==> config.mk <==
export PLATFORM = sky130hd
export DESIGN_NAME = pairwise_wealth_exchange_sim_unit_flat
export DESIGN_NICKNAME = d
export VERILOG_FILES = /design/src/rtl/core/pwe_pkg.sv /design/src/rtl/core/pwe_in_if.sv /design/src/rtl/core/pwe_out_if.sv /design/src/rtl/core/pwe_div.sv /design/src/rtl/core/pwe_dp.sv /design/src/rtl/core/pwe_ctrl.sv /design/src/rtl/core/pairwise_wealth_exchange_sim_unit.sv /design/src/flat_wrapper.sv
export VERILOG_INCLUDE_DIRS = /design/src /design/src/rtl/core
export SDC_FILE = /design/constraint.sdc
export NUM_CORES = 2
export LEC_CHECK = 0
export BUFFER_PORTS_ARGS = -buffer_cell sky130_fd_sc_hd__buf_2
export CORE_MARGIN = 2
export CORE_UTILIZATION = 29
export CTS_BUF_LIST = sky130_fd_sc_hd__clkbuf_2
export CTS_CLUSTER_SIZE = 16
export DETAILED_ROUTE_END_ITERATION = 8
export PLACE_DENSITY = 0.54
export SLEW_MARGIN = 20
export SYNTH_ARGS = -nofsm -noshare
export SYNTH_HDL_FRONTEND = slang
export SYNTH_SLANG_ARGS = --single-unit
==> constraint.sdc <==
create_clock -name clk_i -period 23.2 [get_ports clk_i]
set_input_delay 4.64 -clock clk_i [delete_from_list [all_inputs] [get_ports clk_i]]
set_output_delay 4.64 -clock clk_i [all_outputs]
set_load 0.05 [all_outputs]
==> src/rtl/core/pairwise_wealth_exchange_sim_unit_defines.svh <==
// Assertion macros for the pairwise wealth exchange unit.
`ifndef PAIRWISE_WEALTH_EXCHANGE_SIM_UNIT_DEFINES_SVH
`define PAIRWISE_WEALTH_EXCHANGE_SIM_UNIT_DEFINES_SVH
`ifndef NO_ASSERTIONS
`define PWE_ASSERT_IMP(lbl, ante, cons) \
  lbl: assert property (@(posedge clk_i) disable iff (!rst_ni) (ante) |-> (cons)) \
    else $error("pwe assertion failed");
`define PWE_ASSERT_NXT(lbl, ante, cons) \
  lbl: assert property (@(posedge clk_i) disable iff (!rst_ni) (ante) |=> (cons)) \
    else $error("pwe assertion failed");
`else
`define PWE_ASSERT_IMP(lbl, ante, cons)
`define PWE_ASSERT_NXT(lbl, ante, cons)
`endif
`endif

==> src/rtl/core/pwe_pkg.sv <==
// Shared constants, codes and controller/datapath types of the wealth exchange unit.
package pwe_pkg;

  localparam int MAX_AGENTS = 16;
  localparam int IDX_W      = $clog2(MAX_AGENTS);
  localparam int CNT_W      = $clog2(MAX_AGENTS + 1);

  localparam int VAL_W  = 21;
  localparam int FRAC_W = 16;
  localparam int KIND_W = 2;
  localparam int AGT_W  = 4;
  localparam int COIN_W = 16;
  localparam int OC_W   = 2;
  localparam int SHR_W  = 17;
  localparam int POP_W  = 5;
  localparam int TF_W   = 17;
  localparam int BIAS_W = 16;
  localparam int PR_W   = 11;
  localparam int ADDR_W = 4;
  localparam int DATA_W = 32;
  localparam int REG_W  = 2;

  localparam int TOT_W  = VAL_W + CNT_W;
  localparam int WGT_W  = VAL_W + 2 * CNT_W;
  localparam int POS_W  = WGT_W + 1;
  localparam int DVS_W  = POS_W;
  localparam int POOL_W = FRAC_W + CNT_W;
  localparam int Q_W    = POOL_W;
  localparam int STEP_W = $clog2(Q_W + 1);
  localparam int SUM_W  = ((POOL_W > VAL_W) ? POOL_W : VAL_W) + 1;
  localparam int TK_W   = VAL_W + PR_W - FRAC_W;

  localparam logic [VAL_W-1:0] VALUE_MAX = '1;
  localparam logic [VAL_W-1:0] ONE_Q16   = VAL_W'(1) << FRAC_W;
  localparam logic [SHR_W-1:0] SHR_ONE   = SHR_W'(1) << FRAC_W;

  localparam logic [KIND_W-1:0] KIND_EXCHANGE = 2'd0;
  localparam logic [KIND_W-1:0] KIND_TICK     = 2'd1;
  localparam logic [KIND_W-1:0] KIND_RESET    = 2'd2;

  localparam logic [OC_W-1:0] OC_FIRST  = 2'd0;
  localparam logic [OC_W-1:0] OC_SECOND = 2'd1;
  localparam logic [OC_W-1:0] OC_SKIP   = 2'd2;
  localparam logic [OC_W-1:0] OC_NONE   = 2'd3;

  localparam logic [REG_W-1:0] REG_POPULATION = 2'd0;
  localparam logic [REG_W-1:0] REG_TRADE_FRAC = 2'd1;
  localparam logic [REG_W-1:0] REG_BIAS       = 2'd2;
  localparam logic [REG_W-1:0] REG_POOL_RATE  = 2'd3;

  typedef enum logic [1:0] {
    DIV_SHARE,
    DIV_TOP,
    DIV_GINI
  } div_sel_e;

  typedef struct packed {
    logic     cap_in;
    logic     rd_pair;
    logic     ex_lat;
    logic     ex_skip;
    logic     ex_upd;
    logic     wr_a;
    logic     wr_b;
    logic     clr_all;
    logic     idx_clr;
    logic     idx_inc;
    logic     pool_wr;
    logic     acc_wr;
    logic     rk_cnt;
    logic     rk_acc;
    logic     div_start;
    logic     div_take;
    div_sel_e div_sel;
    logic     gi_prep;
    logic     res_load;
  } pwe_cmd_t;

  typedef struct packed {
    logic [KIND_W-1:0] kind;
    logic              idx_bad;
    logic              stake_zero;
    logic              idx_last;
    logic              div_busy;
    logic              total_zero;
    logic              gini_pos;
    logic              out_busy;
  } pwe_sts_t;

endpackage

==> src/rtl/core/pwe_in_if.sv <==
// Input item channel of the wealth exchange unit.
interface pwe_in_if import pwe_pkg::*; ();
  logic              valid;
  logic              ready;
  logic [KIND_W-1:0] kind;
  logic [AGT_W-1:0]  first_agent;
  logic [AGT_W-1:0]  second_agent;
  logic [COIN_W-1:0] coin;

  modport source (output valid, kind, first_agent, second_agent, coin, input ready);
  modport sink (input valid, kind, first_agent, second_agent, coin, output ready);
endinterface

==> src/rtl/core/pwe_out_if.sv <==
// Result item channel of the wealth exchange unit.
interface pwe_out_if import pwe_pkg::*; ();
  logic             valid;
  logic             ready;
  logic [VAL_W-1:0] first_value;
  logic [VAL_W-1:0] second_value;
  logic [OC_W-1:0]  outcome;
  logic [SHR_W-1:0] top_share;
  logic [SHR_W-1:0] gini_index;
  logic             concentrated;

  modport source (output valid, first_value, second_value, outcome, top_share, gini_index,
                  concentrated, input ready);
  modport sink (input valid, first_value, second_value, outcome, top_share, gini_index,
                concentrated, output ready);
endinterface

==> src/rtl/core/pwe_div.sv <==
// Restoring divider, one quotient bit per cycle, shared by the tick statistics.
module pwe_div import pwe_pkg::*; (
  input  logic              clk_i,
  input  logic              rst_ni,
  input  logic              start_i,
  input  logic [DVS_W-1:0]  dvs_i,
  input  logic [DVS_W-1:0]  rem_i,
  input  logic [Q_W-1:0]    low_i,
  input  logic [STEP_W-1:0] steps_i,
  output logic              busy_o,
  output logic [Q_W-1:0]    quo_o
);

  logic              busy_q;
  logic [STEP_W-1:0] cnt_q;
  logic [DVS_W-1:0]  dvs_q, rem_q;
  logic [Q_W-1:0]    low_q, quo_q;
  logic [DVS_W:0]    rem_sh;
  logic              ge;

  assign rem_sh = {rem_q, low_q[Q_W-1]};
  assign ge     = rem_sh >= {1'b0, dvs_q};

  always_ff @(posedge clk_i or negedge rst_ni) begin
    if (!rst_ni) begin
      busy_q <= 1'b0;
    end else if (start_i) begin
      busy_q <= 1'b1;
    end else if (busy_q && cnt_q == STEP_W'(1)) begin
      busy_q <= 1'b0;
    end
  end

  always_ff @(posedge clk_i) begin
    if (start_i) begin
      dvs_q <= dvs_i;
      rem_q <= rem_i;
      low_q <= low_i;
      quo_q <= '0;
      cnt_q <= steps_i;
    end else if (busy_q) begin
      rem_q <= ge ? DVS_W'(rem_sh - {1'b0, dvs_q}) : rem_sh[DVS_W-1:0];
      low_q <= {low_q[Q_W-2:0], 1'b0};
      quo_q <= {quo_q[Q_W-2:0], ge};
      cnt_q <= cnt_q - 1'b1;
    end
  end

  assign busy_o = busy_q;
  assign quo_o  = quo_q;

endmodule

==> src/rtl/core/pwe_dp.sv <==
// Datapath: agent value memory, exchange arithmetic, tick passes and result register.
module pwe_dp import pwe_pkg::*; (
  input  logic              clk_i,
  input  logic              rst_ni,
  input  pwe_cmd_t          cmd_i,
  output pwe_sts_t          sts_o,
  input  logic [CNT_W-1:0]  n_i,
  input  logic [TF_W-1:0]   tf_i,
  input  logic [BIAS_W-1:0] bias_i,
  input  logic [PR_W-1:0]   pr_i,
  input  logic [KIND_W-1:0] kind_i,
  input  logic [AGT_W-1:0]  first_agent_i,
  input  logic [AGT_W-1:0]  second_agent_i,
  input  logic [COIN_W-1:0] coin_i,
  output logic              out_valid_o,
  input  logic              out_ready_i,
  output logic [VAL_W-1:0]  first_value_o,
  output logic [VAL_W-1:0]  second_value_o,
  output logic [OC_W-1:0]   outcome_o,
  output logic [SHR_W-1:0]  top_share_o,
  output logic [SHR_W-1:0]  gini_index_o,
  output logic              concentrated_o
);

  logic [VAL_W-1:0]  mem [MAX_AGENTS];
  logic [MAX_AGENTS-1:0] vld_q;
  logic [VAL_W-1:0]  rda_q, rdb_q;

  logic [KIND_W-1:0] kind_q;
  logic [AGT_W-1:0]  a_q, b_q;
  logic [COIN_W-1:0] coin_q;
  logic [VAL_W-1:0]  va_q, vb_q, stake_q, fv_q, sv_q;
  logic [OC_W-1:0]   oc_q;
  logic [IDX_W-1:0]  idx_q;
  logic [POOL_W-1:0] pool_q, share_q;
  logic [TOT_W-1:0]  total_q;
  logic [VAL_W-1:0]  mx_q, cur_q;
  logic [VAL_W-1:0]  snap_q [MAX_AGENTS];
  logic [CNT_W-1:0]  rank_q;
  logic [WGT_W-1:0]  wgt_q;
  logic [POS_W-1:0]  pos_q, neg_q;
  logic [DVS_W-1:0]  nt_q;
  logic [SHR_W-1:0]  top_q, gini_q;
  logic              out_valid_q;

  logic [IDX_W-1:0]        ra, rb, waddr;
  logic                    wen;
  logic [VAL_W-1:0]        wdata, lo, stake, nva, nvb, accv;
  logic [TF_W+VAL_W-1:0]   stake_full;
  logic [SHR_W-1:0]        pwin;
  logic                    win;
  logic [VAL_W:0]          sum_a, sum_b;
  logic [VAL_W+PR_W-1:0]   tk_full;
  logic [TK_W-1:0]         tk;
  logic [SUM_W-1:0]        acc_sum;
  logic [CNT_W-1:0]        rank;
  logic [POS_W-1:0]        diff;
  logic [DVS_W-1:0]        div_dvs, div_rem;
  logic [Q_W-1:0]          div_low, quo;
  logic [STEP_W-1:0]       div_steps;
  logic                    div_busy;
  logic [SHR_W-1:0]        quo_clamp;

  // Memory ports
  assign ra = cmd_i.rd_pair ? IDX_W'(a_q) : idx_q;
  assign rb = IDX_W'(b_q);

  always_ff @(posedge clk_i) begin
    if (wen) begin
      mem[waddr] <= wdata;
    end
    rda_q <= vld_q[ra] ? mem[ra] : ONE_Q16;
    rdb_q <= vld_q[rb] ? mem[rb] : ONE_Q16;
  end

  // Unwritten entries read as 1.0
  always_ff @(posedge clk_i or negedge rst_ni) begin
    if (!rst_ni) begin
      vld_q <= '0;
    end else if (cmd_i.clr_all) begin
      vld_q <= '0;
    end else if (wen) begin
      vld_q[waddr] <= 1'b1;
    end
  end

  // Exchange arithmetic
  always_comb begin
    lo         = (rda_q < rdb_q) ? rda_q : rdb_q;
    stake_full = tf_i * lo;
    stake      = VAL_W'(stake_full >> FRAC_W);
    if (va_q > vb_q) begin
      pwin = SHR_W'(32768) + SHR_W'(bias_i);
    end else if (va_q < vb_q) begin
      pwin = SHR_W'(32768) - SHR_W'(bias_i);
    end else begin
      pwin = SHR_W'(32768);
    end
    win   = SHR_W'(coin_q) < pwin;
    sum_a = {1'b0, va_q} + {1'b0, stake_q};
    sum_b = {1'b0, vb_q} + {1'b0, stake_q};
    if (win) begin
      nva = sum_a[VAL_W] ? VALUE_MAX : sum_a[VAL_W-1:0];
      nvb = (vb_q >= stake_q) ? vb_q - stake_q : '0;
    end else begin
      nva = (va_q >= stake_q) ? va_q - stake_q : '0;
      nvb = sum_b[VAL_W] ? VALUE_MAX : sum_b[VAL_W-1:0];
    end
  end

  // Tick arithmetic
  always_comb begin
    tk_full = rda_q * pr_i;
    tk      = TK_W'(tk_full >> FRAC_W);
    acc_sum = SUM_W'(rda_q) + SUM_W'(share_q);
    accv    = (acc_sum > SUM_W'(VALUE_MAX)) ? VALUE_MAX : VAL_W'(acc_sum);
  end

  // Rank of the current value among the active ones; ties broken by index
  always_comb begin
    rank = CNT_W'(1);
    for (int j = 0; j < MAX_AGENTS; j++) begin
      if (CNT_W'(j) < n_i) begin
        if ((IDX_W'(j) < idx_q && snap_q[j] <= snap_q[idx_q]) ||
            (IDX_W'(j) > idx_q && snap_q[j] < snap_q[idx_q])) begin
          rank = rank + 1'b1;
        end
      end
    end
  end

  always_comb begin
    wen   = cmd_i.wr_a | cmd_i.wr_b | cmd_i.pool_wr | cmd_i.acc_wr;
    waddr = idx_q;
    wdata = accv;
    if (cmd_i.wr_a) begin
      waddr = IDX_W'(a_q);
      wdata = fv_q;
    end else if (cmd_i.wr_b) begin
      waddr = IDX_W'(b_q);
      wdata = sv_q;
    end else if (cmd_i.pool_wr) begin
      wdata = rda_q - VAL_W'(tk);
    end
  end

  // Divider operands
  assign diff = pos_q - neg_q;

  always_comb begin
    case (cmd_i.div_sel)
      DIV_SHARE: begin
        div_dvs   = DVS_W'(n_i);
        div_rem   = '0;
        div_low   = Q_W'(pool_q);
        div_steps = STEP_W'(Q_W);
      end
      DIV_TOP: begin
        div_dvs   = DVS_W'(total_q);
        div_rem   = DVS_W'(mx_q >> 1);
        div_low   = Q_W'(mx_q[0]) << (Q_W - 1);
        div_steps = STEP_W'(FRAC_W + 1);
      end
      DIV_GINI: begin
        div_dvs   = nt_q;
        div_rem   = DVS_W'(diff >> 1);
        div_low   = Q_W'(diff[0]) << (Q_W - 1);
        div_steps = STEP_W'(FRAC_W + 1);
      end
      default: begin
        div_dvs   = '1;
        div_rem   = '0;
        div_low   = '0;
        div_steps = '0;
      end
    endcase
  end

  pwe_div u_div (
    .clk_i  (clk_i),
    .rst_ni (rst_ni),
    .start_i(cmd_i.div_start),
    .dvs_i  (div_dvs),
    .rem_i  (div_rem),
    .low_i  (div_low),
    .steps_i(div_steps),
    .busy_o (div_busy),
    .quo_o  (quo)
  );

  assign quo_clamp = (quo > Q_W'(SHR_ONE)) ? SHR_ONE : SHR_W'(quo);

  always_ff @(posedge clk_i) begin
    if (cmd_i.cap_in) begin
      kind_q  <= kind_i;
      a_q     <= first_agent_i;
      b_q     <= second_agent_i;
      coin_q  <= coin_i;
      fv_q    <= '0;
      sv_q    <= '0;
      oc_q    <= OC_NONE;
      top_q   <= '0;
      gini_q  <= '0;
      pool_q  <= '0;
      total_q <= '0;
      mx_q    <= '0;
      wgt_q   <= '0;
    end
    if (cmd_i.ex_lat) begin
      va_q    <= rda_q;
      vb_q    <= rdb_q;
      stake_q <= stake;
    end
    if (cmd_i.ex_skip) begin
      oc_q <= OC_SKIP;
    end
    if (cmd_i.ex_upd) begin
      fv_q <= nva;
      sv_q <= nvb;
      oc_q <= win ? OC_FIRST : OC_SECOND;
    end
    if (cmd_i.cap_in || cmd_i.idx_clr) begin
      idx_q <= '0;
    end else if (cmd_i.idx_inc) begin
      idx_q <= idx_q + 1'b1;
    end
    if (cmd_i.pool_wr) begin
      pool_q <= pool_q + POOL_W'(tk);
    end
    if (cmd_i.acc_wr) begin
      snap_q[idx_q] <= accv;
      total_q       <= total_q + TOT_W'(accv);
      if (accv > mx_q) begin
        mx_q <= accv;
      end
    end
    if (cmd_i.rk_cnt) begin
      rank_q <= rank;
      cur_q  <= snap_q[idx_q];
    end
    if (cmd_i.rk_acc) begin
      wgt_q <= wgt_q + WGT_W'(cur_q * rank_q);
    end
    if (cmd_i.div_take) begin
      case (cmd_i.div_sel)
        DIV_SHARE: share_q <= POOL_W'(quo);
        DIV_TOP:   top_q   <= quo_clamp;
        DIV_GINI:  gini_q  <= quo_clamp;
        default:   ;
      endcase
    end
    if (cmd_i.gi_prep) begin
      pos_q <= {wgt_q, 1'b0};
      neg_q <= POS_W'((n_i + 1'b1) * total_q);
      nt_q  <= DVS_W'(n_i * total_q);
    end
  end

  // Result register
  always_ff @(posedge clk_i or negedge rst_ni) begin
    if (!rst_ni) begin
      out_valid_q <= 1'b0;
    end else if (cmd_i.res_load) begin
      out_valid_q <= 1'b1;
    end else if (out_ready_i) begin
      out_valid_q <= 1'b0;
    end
  end

  always_ff @(posedge clk_i) begin
    if (cmd_i.res_load) begin
      first_value_o  <= fv_q;
      second_value_o <= sv_q;
      outcome_o      <= oc_q;
      top_share_o    <= top_q;
      gini_index_o   <= gini_q;
      concentrated_o <= top_q[FRAC_W] | top_q[FRAC_W-1];
    end
  end

  assign out_valid_o = out_valid_q;

  always_comb begin
    sts_o.kind       = kind_q;
    sts_o.idx_bad    = (a_q == b_q) || (CNT_W'(a_q) >= n_i) || (CNT_W'(b_q) >= n_i);
    sts_o.stake_zero = (stake_q == '0);
    sts_o.idx_last   = (CNT_W'(idx_q) == n_i - 1'b1);
    sts_o.div_busy   = div_busy;
    sts_o.total_zero = (total_q == '0);
    sts_o.gini_pos   = (pos_q > neg_q);
    sts_o.out_busy   = out_valid_q & ~out_ready_i;
  end

endmodule

==> src/rtl/core/pwe_ctrl.sv <==
// Controller: sequences exchange, tick and reset items over the datapath.
module pwe_ctrl import pwe_pkg::*; (
  input  logic     clk_i,
  input  logic     rst_ni,
  input  logic     in_valid_i,
  output logic     in_ready_o,
  output pwe_cmd_t cmd_o,
  input  pwe_sts_t sts_i
);

  typedef enum logic [4:0] {
    S_IDLE, S_DISP, S_EX_RD, S_EX_LAT, S_EX_UPD, S_EX_WA, S_EX_WB, S_CLR,
    S_PL_RD, S_PL_WR, S_SH_GO, S_SH_WT, S_AC_RD, S_AC_WR, S_RK_CNT, S_RK_ACC,
    S_ST_CHK, S_TP_GO, S_TP_WT, S_GI_PREP, S_GI_CHK, S_GI_GO, S_GI_WT, S_DONE
  } state_e;

  state_e state_q, state_d;

  always_ff @(posedge clk_i or negedge rst_ni) begin
    if (!rst_ni) begin
      state_q <= S_IDLE;
    end else begin
      state_q <= state_d;
    end
  end

  assign in_ready_o = (state_q == S_IDLE);

  always_comb begin
    cmd_o   = '0;
    state_d = state_q;
    case (state_q)
      S_IDLE: begin
        if (in_valid_i) begin
          cmd_o.cap_in = 1'b1;
          state_d      = S_DISP;
        end
      end
      S_DISP: begin
        case (sts_i.kind)
          KIND_EXCHANGE: state_d = S_EX_RD;
          KIND_TICK:     state_d = S_PL_RD;
          KIND_RESET:    state_d = S_CLR;
          default:       state_d = S_DONE;
        endcase
      end
      S_EX_RD: begin
        if (sts_i.idx_bad) begin
          cmd_o.ex_skip = 1'b1;
          state_d       = S_DONE;
        end else begin
          cmd_o.rd_pair = 1'b1;
          state_d       = S_EX_LAT;
        end
      end
      S_EX_LAT: begin
        cmd_o.ex_lat = 1'b1;
        state_d      = S_EX_UPD;
      end
      S_EX_UPD: begin
        if (sts_i.stake_zero) begin
          cmd_o.ex_skip = 1'b1;
          state_d       = S_DONE;
        end else begin
          cmd_o.ex_upd = 1'b1;
          state_d      = S_EX_WA;
        end
      end
      S_EX_WA: begin
        cmd_o.wr_a = 1'b1;
        state_d    = S_EX_WB;
      end
      S_EX_WB: begin
        cmd_o.wr_b = 1'b1;
        state_d    = S_DONE;
      end
      S_CLR: begin
        cmd_o.clr_all = 1'b1;
        state_d       = S_DONE;
      end
      // Pool pass: take a share from each active agent
      S_PL_RD: state_d = S_PL_WR;
      S_PL_WR: begin
        cmd_o.pool_wr = 1'b1;
        if (sts_i.idx_last) begin
          state_d = S_SH_GO;
        end else begin
          cmd_o.idx_inc = 1'b1;
          state_d       = S_PL_RD;
        end
      end
      S_SH_GO: begin
        cmd_o.div_start = 1'b1;
        cmd_o.div_sel   = DIV_SHARE;
        state_d         = S_SH_WT;
      end
      S_SH_WT: begin
        cmd_o.div_sel = DIV_SHARE;
        if (!sts_i.div_busy) begin
          cmd_o.div_take = 1'b1;
          cmd_o.idx_clr  = 1'b1;
          state_d        = S_AC_RD;
        end
      end
      // Payout pass: add the share, snapshot values, total and maximum
      S_AC_RD: state_d = S_AC_WR;
      S_AC_WR: begin
        cmd_o.acc_wr = 1'b1;
        if (sts_i.idx_last) begin
          cmd_o.idx_clr = 1'b1;
          state_d       = S_RK_CNT;
        end else begin
          cmd_o.idx_inc = 1'b1;
          state_d       = S_AC_RD;
        end
      end
      S_RK_CNT: begin
        cmd_o.rk_cnt = 1'b1;
        state_d      = S_RK_ACC;
      end
      S_RK_ACC: begin
        cmd_o.rk_acc = 1'b1;
        if (sts_i.idx_last) begin
          state_d = S_ST_CHK;
        end else begin
          cmd_o.idx_inc = 1'b1;
          state_d       = S_RK_CNT;
        end
      end
      S_ST_CHK: state_d = sts_i.total_zero ? S_DONE : S_TP_GO;
      S_TP_GO: begin
        cmd_o.div_start = 1'b1;
        cmd_o.div_sel   = DIV_TOP;
        state_d         = S_TP_WT;
      end
      S_TP_WT: begin
        cmd_o.div_sel = DIV_TOP;
        if (!sts_i.div_busy) begin
          cmd_o.div_take = 1'b1;
          state_d        = S_GI_PREP;
        end
      end
      S_GI_PREP: begin
        cmd_o.gi_prep = 1'b1;
        state_d       = S_GI_CHK;
      end
      S_GI_CHK: state_d = sts_i.gini_pos ? S_GI_GO : S_DONE;
      S_GI_GO: begin
        cmd_o.div_start = 1'b1;
        cmd_o.div_sel   = DIV_GINI;
        state_d         = S_GI_WT;
      end
      S_GI_WT: begin
        cmd_o.div_sel = DIV_GINI;
        if (!sts_i.div_busy) begin
          cmd_o.div_take = 1'b1;
          state_d        = S_DONE;
        end
      end
      S_DONE: begin
        // hold until the result register is free
        if (!sts_i.out_busy) begin
          cmd_o.res_load = 1'b1;
          state_d        = S_IDLE;
        end
      end
      default: state_d = S_IDLE;
    endcase
  end

endmodule

==> src/rtl/core/pairwise_wealth_exchange_sim_unit.sv <==
// An exchange reads both agents, latches them, updates and writes back both values; a
// skipped exchange stops at the index or stake check; a reset clears the valid bits. A tick
// makes three passes over the agents and a share division plus up to two more on one divider.
// One item is in work at a time; the next is taken while the last result waits.
// Reset is asynchronous and active low: control registers take their defaults and every
// agent reads 1.0 at once through cleared valid bits, with no clearing pass.
`include "pairwise_wealth_exchange_sim_unit_defines.svh"
module pairwise_wealth_exchange_sim_unit import pwe_pkg::*; (
  input  logic              clk_i,
  input  logic              rst_ni,
  pwe_in_if.sink            in_if,
  pwe_out_if.source         out_if,
  input  logic              psel,
  input  logic              penable,
  input  logic              pwrite,
  input  logic [ADDR_W-1:0] paddr,
  input  logic [DATA_W-1:0] pwdata,
  output logic [DATA_W-1:0] prdata,
  output logic              pready
);

  localparam logic [TF_W-1:0] TF_MIN   = TF_W'(66);
  localparam logic [TF_W-1:0] TF_MAX   = TF_W'(65536);
  localparam logic [BIAS_W-1:0] BIAS_MAX = BIAS_W'(32768);
  localparam logic [PR_W-1:0] PR_MAX   = PR_W'(1311);

  logic [POP_W-1:0]  pop_q;
  logic [TF_W-1:0]   tf_q;
  logic [BIAS_W-1:0] bias_q;
  logic [PR_W-1:0]   pr_q;
  logic [REG_W-1:0]  reg_idx;
  logic              wr_en;

  logic [CNT_W-1:0]  n_use;
  logic [TF_W-1:0]   tf_use;
  logic [BIAS_W-1:0] bias_use;
  logic [PR_W-1:0]   pr_use;

  pwe_cmd_t cmd;
  pwe_sts_t sts;
  logic     in_ready;
  logic     in_acc;

  assign reg_idx = paddr[ADDR_W-1:2];
  assign wr_en   = psel & penable & pwrite;
  assign pready  = 1'b1;

  always_ff @(posedge clk_i or negedge rst_ni) begin
    if (!rst_ni) begin
      pop_q  <= POP_W'(16);
      tf_q   <= TF_W'(6554);
      bias_q <= '0;
      pr_q   <= '0;
    end else if (wr_en) begin
      case (reg_idx)
        REG_POPULATION: pop_q  <= pwdata[POP_W-1:0];
        REG_TRADE_FRAC: tf_q   <= pwdata[TF_W-1:0];
        REG_BIAS:       bias_q <= pwdata[BIAS_W-1:0];
        REG_POOL_RATE:  pr_q   <= pwdata[PR_W-1:0];
        default: ;
      endcase
    end
  end

  always_comb begin
    case (reg_idx)
      REG_POPULATION: prdata = DATA_W'(pop_q);
      REG_TRADE_FRAC: prdata = DATA_W'(tf_q);
      REG_BIAS:       prdata = DATA_W'(bias_q);
      REG_POOL_RATE:  prdata = DATA_W'(pr_q);
      default:        prdata = '0;
    endcase
  end

  // Clamp the registers to their working ranges
  always_comb begin
    if (pop_q < POP_W'(2)) begin
      n_use = CNT_W'(2);
    end else if (pop_q > POP_W'(MAX_AGENTS)) begin
      n_use = CNT_W'(MAX_AGENTS);
    end else begin
      n_use = CNT_W'(pop_q);
    end
    if (tf_q < TF_MIN) begin
      tf_use = TF_MIN;
    end else if (tf_q > TF_MAX) begin
      tf_use = TF_MAX;
    end else begin
      tf_use = tf_q;
    end
    bias_use = (bias_q > BIAS_MAX) ? BIAS_MAX : bias_q;
    pr_use   = (pr_q > PR_MAX) ? PR_MAX : pr_q;
  end

  assign in_if.ready = in_ready;
  assign in_acc      = in_if.valid & in_ready;

  pwe_ctrl u_ctrl (
    .clk_i     (clk_i),
    .rst_ni    (rst_ni),
    .in_valid_i(in_if.valid),
    .in_ready_o(in_ready),
    .cmd_o     (cmd),
    .sts_i     (sts)
  );

  pwe_dp u_dp (
    .clk_i         (clk_i),
    .rst_ni        (rst_ni),
    .cmd_i         (cmd),
    .sts_o         (sts),
    .n_i           (n_use),
    .tf_i          (tf_use),
    .bias_i        (bias_use),
    .pr_i          (pr_use),
    .kind_i        (in_if.kind),
    .first_agent_i (in_if.first_agent),
    .second_agent_i(in_if.second_agent),
    .coin_i        (in_if.coin),
    .out_valid_o   (out_if.valid),
    .out_ready_i   (out_if.ready),
    .first_value_o (out_if.first_value),
    .second_value_o(out_if.second_value),
    .outcome_o     (out_if.outcome),
    .top_share_o   (out_if.top_share),
    .gini_index_o  (out_if.gini_index),
    .concentrated_o(out_if.concentrated)
  );

  `PWE_ASSERT_IMP(a_div_not_restarted, cmd.div_start, !sts.div_busy)
  `PWE_ASSERT_IMP(a_single_write, 1'b1, $onehot0({cmd.wr_a, cmd.wr_b, cmd.pool_wr, cmd.acc_wr}))
  `PWE_ASSERT_NXT(a_busy_after_accept, in_acc, !in_ready)

endmodule
==> src/flat_wrapper.sv <==
// flat-port wrapper written by rule: the top's interface ports become plain ports
module pairwise_wealth_exchange_sim_unit_flat import pwe_pkg::*;
  (clk_i, rst_ni, psel, penable, pwrite, paddr, pwdata, prdata, pready, in_if_valid, in_if_kind, in_if_first_agent, in_if_second_agent, in_if_coin, in_if_ready, out_if_valid, out_if_first_value, out_if_second_value, out_if_outcome, out_if_top_share, out_if_gini_index, out_if_concentrated, out_if_ready);
  pwe_in_if in_if_i ();
  pwe_out_if out_if_i ();
  input  logic clk_i;
  input  logic rst_ni;
  input  logic psel;
  input  logic penable;
  input  logic pwrite;
  input  logic [ADDR_W-1:0] paddr;
  input  logic [DATA_W-1:0] pwdata;
  output logic [DATA_W-1:0] prdata;
  output logic pready;
  input wire logic [$bits(in_if_i.valid)-1:0] in_if_valid;
  input wire logic [$bits(in_if_i.kind)-1:0] in_if_kind;
  input wire logic [$bits(in_if_i.first_agent)-1:0] in_if_first_agent;
  input wire logic [$bits(in_if_i.second_agent)-1:0] in_if_second_agent;
  input wire logic [$bits(in_if_i.coin)-1:0] in_if_coin;
  output wire logic [$bits(in_if_i.ready)-1:0] in_if_ready;
  output wire logic [$bits(out_if_i.valid)-1:0] out_if_valid;
  output wire logic [$bits(out_if_i.first_value)-1:0] out_if_first_value;
  output wire logic [$bits(out_if_i.second_value)-1:0] out_if_second_value;
  output wire logic [$bits(out_if_i.outcome)-1:0] out_if_outcome;
  output wire logic [$bits(out_if_i.top_share)-1:0] out_if_top_share;
  output wire logic [$bits(out_if_i.gini_index)-1:0] out_if_gini_index;
  output wire logic [$bits(out_if_i.concentrated)-1:0] out_if_concentrated;
  input wire logic [$bits(out_if_i.ready)-1:0] out_if_ready;
  assign in_if_i.valid = in_if_valid;
  assign in_if_i.kind = in_if_kind;
  assign in_if_i.first_agent = in_if_first_agent;
  assign in_if_i.second_agent = in_if_second_agent;
  assign in_if_i.coin = in_if_coin;
  assign in_if_ready = in_if_i.ready;
  assign out_if_valid = out_if_i.valid;
  assign out_if_first_value = out_if_i.first_value;
  assign out_if_second_value = out_if_i.second_value;
  assign out_if_outcome = out_if_i.outcome;
  assign out_if_top_share = out_if_i.top_share;
  assign out_if_gini_index = out_if_i.gini_index;
  assign out_if_concentrated = out_if_i.concentrated;
  assign out_if_i.ready = out_if_ready;
  pairwise_wealth_exchange_sim_unit u_core (.clk_i(clk_i), .rst_ni(rst_ni), .in_if(in_if_i), .out_if(out_if_i), .psel(psel), .penable(penable), .pwrite(pwrite), .paddr(paddr), .pwdata(pwdata), .prdata(prdata), .pready(pready));
endmodule
Yosys cells after proc, flatten, opt, wreduce, memory -nomap -nowiden
Memory sizes are Yosys's and may differ from the RTL's. A register that Yosys moved wholly into a read port is not among the register bits.
Index checks and enable logic that the tools add are counted.
- output and inout port bits: 114
- register bits after elaboration: 673
- memories: 2
- word-level logic and storage cells: 462
- input bits: 69
- memory bits (writable): 672
- reductions and logical operators: 83
- add/subtract/negate cells: 32
- mux-type cells: 148
- eq/ne operators: 38
- bitwise gates (word level): 9
- $mul: 5
- order comparisons: 103
- memory list (memory ; words ; width ; rd ports ; clocked after memory_dff ; write ports ; RTL line ; text):
    u_core.u_dp.mem ; 16 ; 21 ; 2 ; 2 ; 1 ; pwe_dp.sv:25 ; logic [VAL_W-1:0] mem [MAX_AGENTS];
    u_core.u_dp.snap_q ; 16 ; 21 ; 17 ; 1 ; 1 ; pwe_dp.sv:38 ; logic [VAL_W-1:0] snap_q [MAX_AGENTS];
- operators with widths (cell ; number):
    two-way mux 21 bit ; 20
    < comparator 21 bit ; 18
    <= comparator 21 bit ; 16
    two-way mux 5 bit ; 42
    two-way mux 17 bit ; 11
    case mux 32 bit (4 select lines) ; 1
    case mux 5 bit (23 select lines) ; 1
    two-way mux 32 bit ; 3
    case mux 32 bit (3 select lines) ; 1
    adder 5 x 1 -> 5 bit (second input constant) ; 15
    adder 21 x 21 -> 22 bit ; 3
    subtractor 32 bit ; 2
    case mux 21 bit (3 select lines) ; 1
    two-way mux 31 bit ; 2
    case mux 31 bit (2 select lines) ; 1
    two-way mux 26 bit ; 2
    two-way mux 16 bit ; 3
    greater-or-equal comparator 21 bit ; 2
    > comparator 21 bit ; 2
    subtractor 21 bit ; 2
    == test 5 x 4 -> 1 bit (second input constant) ; 8
    == test 5 bit (second input constant) ; 8
    < comparator 4 x 5 -> 1 bit (first input constant) ; 8
    multiplier 17 x 21 -> 37 bit ; 1
    other kinds (74) ; 245

Logic depth before layout (Yosys ltp)
An unclocked memory read counts as a cell.
- depth in word-level cells: 51
- mapped depth: 56
- mapped depth without buffers: 54

By module
From an unflattened synthesis, not the netlist that was laid out.
- cell total of the unflattened synthesis: 10074
- area total of the unflattened synthesis: 107687.0 um2
- modules (own cells, without submodules) (module ; seq. area each (um2) ; times used ; area an instance (um2) ; cells an instance):
    pwe_dp ; 35649.2 ; 1 ; 97910.2 ; 9123
    pwe_div ; 3148.0 ; 1 ; 6234.7 ; 594
    pairwise_wealth_exchange_sim_unit ; 1236.2 ; 1 ; 2741.4 ; 235
    pwe_ctrl ; 125.1 ; 1 ; 800.8 ; 122

Worst setup path before layout
OpenSTA, ideal clock, no wires.
- path kind: register -> register
- start point: register (tool-made name)
- end point: register u_core.u_dp.rank_q[4], data pin
- arrival time: 12.355 ns
- slack: 10.578 ns
- setup time: 0.268 ns
- cell stages (with the launch flop): 56
- buffers on the path: 2
- required time: 22.932 ns
- clock period less this slack: 12.622 ns
- cell sequence: dfxtp_1 > clkbuf_1 > buf_1 > mux4_2 > mux4_2 > inv_1 > ha_1 > a21oi_1 > o21ai_1 > a221o_1 > a211o_1 > a31oi_1 > or3_4 > and2_4 > inv_1 > ha_1 > a311oi_1 > nor2_1 > (+20 left out) > mux2_2 > ha_1 > a221o_2 > ha_1 > inv_1 > mux2i_1 > and2_1 > o21ai_0 > o221ai_2 > ha_1 > mux2_2 > ha_1 > mux2_2 > ha_1 > nand2_1 > or3b_1 > mux2i_1 > xnor3_1
- RTL lines (element ; RTL line ; text):
    to (signal assigned) ; pwe_dp.sv:238 ; rank_q <= rank;
    to (decl) ; pwe_dp.sv:39 ; logic [CNT_W-1:0] rank_q;

==> metrics.md <==
| Metric | Value |
|---|---|
| Cell count of the worst hold path | `0` |
| WL/cell | `~23 um` |
| Post-Route WL | `340000 um` |
| Most frequent cell on the critical path | `ha_1` |
| Initial core utilization | `between 20% and 30%` |
| Final net count | `about 11000` |
| Top cells by area, synth | `edfxtp_1 (34%), fa_1 (14%), ha_1 (11%)` |
| FF-to-FF setup slack | `8410 ps` |
| CTS tree | `done` |
| Fmax | `a little under 0.07 GHz` |
| Fraction of registers with async set/reset | `roughly 5.2%` |
| Clk pin slew, worst setup/hold paths | `~110 ps` |
| # IOs | `183` |
| Multiplexer share of the synthesized area | `under 10%` |
| Critical path data arrival time | `16010 ps` |
| Core area | `362000 um^2` |
| Crit path kind | `reg -> reg` |
| Hold Path Origin | `u_core.u_dp.top_q[14]$_DFF_P_` |
| Clock Path Buffers | `4` |
| Setup total negative slack | `0 ps` |
| Largest net degree at the start of global routing | `85` |
| Drt via density | `~5` |
| Htree depth | `5` |
| Final HPWL DP | `~250000 um` |
| Final setup viols | `0` |
| Die Area | `roughly 370000 um^2` |
| Relative max-transition margin | `around 17%` |
| Vias in the first global route | `75900` |
| Die H | `606 um` |
| Worst Clk Skew | `between 400 and 500 ps` |
| Yosys warning total | `0` |
| RSZ-0062 raised after global routing | `no` |
| Slack of the critical path | `between 8000 and 9000 ps` |
| Share of cells above drive strength 1 | `14.6%` |
| Fin util | `32.0%` |
| Synth Area in Compound Gates | `under 10%` |
| Sink Count | `between 1000 and 1500` |
| Max_cap viols | `0` |
| Sequential area share after synthesis | `38.2%` |
| Total gr overflow | `0` |
| Global-route wire length before repair | `between 500000 and 600000 um` |
| Final hold vios | `0` |
| Area Overhead vs Synth | `10.1%` |
| Share of the synthesized area in the top cell type | `between 30% and 40%` |
| Crit-path max cell delay | `about 770 ps` |
| Hold-fix buffers, CTS | `0` |
| Die X | `606 um` |
| Largest family of logic cells by synthesized area | `adder cells` |
| Fillers | `roughly 37000` |
| Synth top cells by count | `edfxtp_1 (1193), inv_1 (1087), nand2_1 (1077)` |
| FF-to-FF path depth | `between 50 and 60` |
| CP endpoint kind | `flip-flop` |
| Placer Congestion | `slightly above 0.9` |
| Cell with the most instances after synthesis | `edfxtp_1` |
| Fin crit share | `between 60% and 70%` |
| Ys flop type | `edfxtp_1` |
| Synth area leader | `edfxtp_1` |
| Multi-input gate area | `60000 um^2` |
| Post-Synth Adder-Cell Area | `24.9%` |
| PortBufs | `149` |
| Area share of xor/xnor cells in the synthesized design | `under 10%` |
| Post-route antenna net violation count | `0` |
| CP max stage cell | `dfxtp_4` |
| Initial antenna violation count | `20` |
| TritonCTS Buffers | `between 300 and 400` |
| Tightest Pin Transition | `~1200 ps` |
| Worst-skew pair later-pin latency | `1810 ps` |
| Critical Path Fanout Max | `34` |
| Initial DRC count | `between 6000 and 7000` |
| Cell Area, Synth | `roughly 110000 um^2` |
| Total setup buffers inserted after CTS | `0` |
| #FFs+latches synth | `approximately 1400` |
| Mapped Avg Cell Area | `roughly 11 um^2` |
| Synth cell types | `about 110` |
| Status | `complete, no violations` |
| Rows | `approximately 220` |
| Drt pass-1 iters | `8` |
| Via count | `75700` |
| Storage cell area | `40200 um^2` |
| Clock Root Buffer | `clkbuf_2` |
| Tot GR Track Use | `about 18%` |
| Post-layout min period | `approximately 15000 ps` |
| Hold WC Path Type | `reg -> reg` |
| Max Slew Vio Count | `0` |
| Data required, critical path | `~24000 ps` |
| Number of synthesized flops with an enable pin | `1193` |
| DRC viols | `0` |
| Post-CTS sizing | `0` |
| Pre-CTS setup slack | `approximately 8700 ps` |
| Fraction of the mapped netlist area in simple logic gates | `between 10% and 20%` |
| Nature of the critical path startpoint | `flip-flop` |
| Post-Syn Instances | `9414` |
## cell type report
cell class                 instances  share of cell area, %
antenna                           30                 0.0648
clock buffer                     518                   2.24
clock inverter                   122                  0.579
inverter                        1088                   3.53
multi-input combinational       6563                   51.8
sequential                      1391                   34.7
tap                             4794                   5.18
timing repair buffer             352                   2.00
## metal layers
layer,vias up,global-route usage (%),part of all wire [%]
met4,8,8.08,4.7
met2,2666,29.9,47
li1,34200,-,-
met5,-,0,0.016
met3,595,2.79,6.5
met1,38200,23.8,42
## sequential cells by signal (all words and copies together), names as in the netlist, 26 cells and up, named ones only
name	cells
u_core.u_dp.mem	336
u_core.u_dp.neg_q	32
u_core.u_dp.nt_q	31
u_core.u_dp.pos_q	31
u_core.u_dp.snap_q	336
u_core.u_dp.total_q	26
u_core.u_dp.u_div.dvs_q	32
u_core.u_dp.u_div.rem_q	32
u_core.u_dp.wgt_q	31
## layout by cell type, fill, tap and decap left out, types with 148 or more instances in the layout
master    Yosys  final
a21oi_1     394    391
nor2_1      531    493
edfxtp_1   1193   1193
and2_1      212    212
buf_2         3    148
inv_1      1087   1084
ha_1        958    956
mux4_2      307    307
fa_1        710    710
nand3_1     161    161
clkbuf_2      0    518
o21ai_0     295    280
xnor2_1     185    185
nand2_1    1077   1072
buf_4        16    202
a21o_1      158    158
## critical path: cells and delay by family, from the launching register on
kind | cells | cell delay (ps)
DFF | 1 | 770
and+or+nand+nor | 13 | 2420
AOI/OAI and AO/OA | 11 | 2670
muxes | 9 | 2590
xor gates and xnor gates | 1 | 330
buffers and inverters | 6 | 1520
adders and majority gates | 14 | 4080
## per-stage QoR
step                      instance area, um^2  instances  hold WS, ps
after floorplan                        105000       9454          400
after global placement                 112000      14200          414
after detailed placement               112000      14200          416
after CTS                              116000      14800          372
after global routing                   116000      14900          403
final                                  116000      14900          397
## worst paths after layout
path / endpoint
worst max-delay path: u_core.u_dp.rank_q[4]$_DFFE_PP_
min in group asynchronous: u_core.tf_q[0]$_DFFE_PN0P_
worst max register to register: u_core.u_dp.rank_q[4]$_DFFE_PP_
max in group asynchronous: u_core.u_dp.vld_q[0]$_DFFE_PN0P_
worst min-delay path: u_core.u_dp.top_share_o[14]$_DFFE_PP_
worst min register to register: u_core.u_dp.top_share_o[14]$_DFFE_PP_
## kinds of logic (layout without fill, tap and decap cells)
kind of cell | Yosys count | in the layout
buf+inv | 1500 | 2080
fa+ha+maj | 1669 | 1669
compound gates | 1547 | 1547
xor+xnor | 272 | 272
flops | 1391 | 1391
simple gates | 2598 | 2598
mux | 435 | 435
other cells | 2 | 72
Power is left out: the tool's default activity adds up to more than one toggle a clock period on the data nets, which glitch-free logic cannot reach.
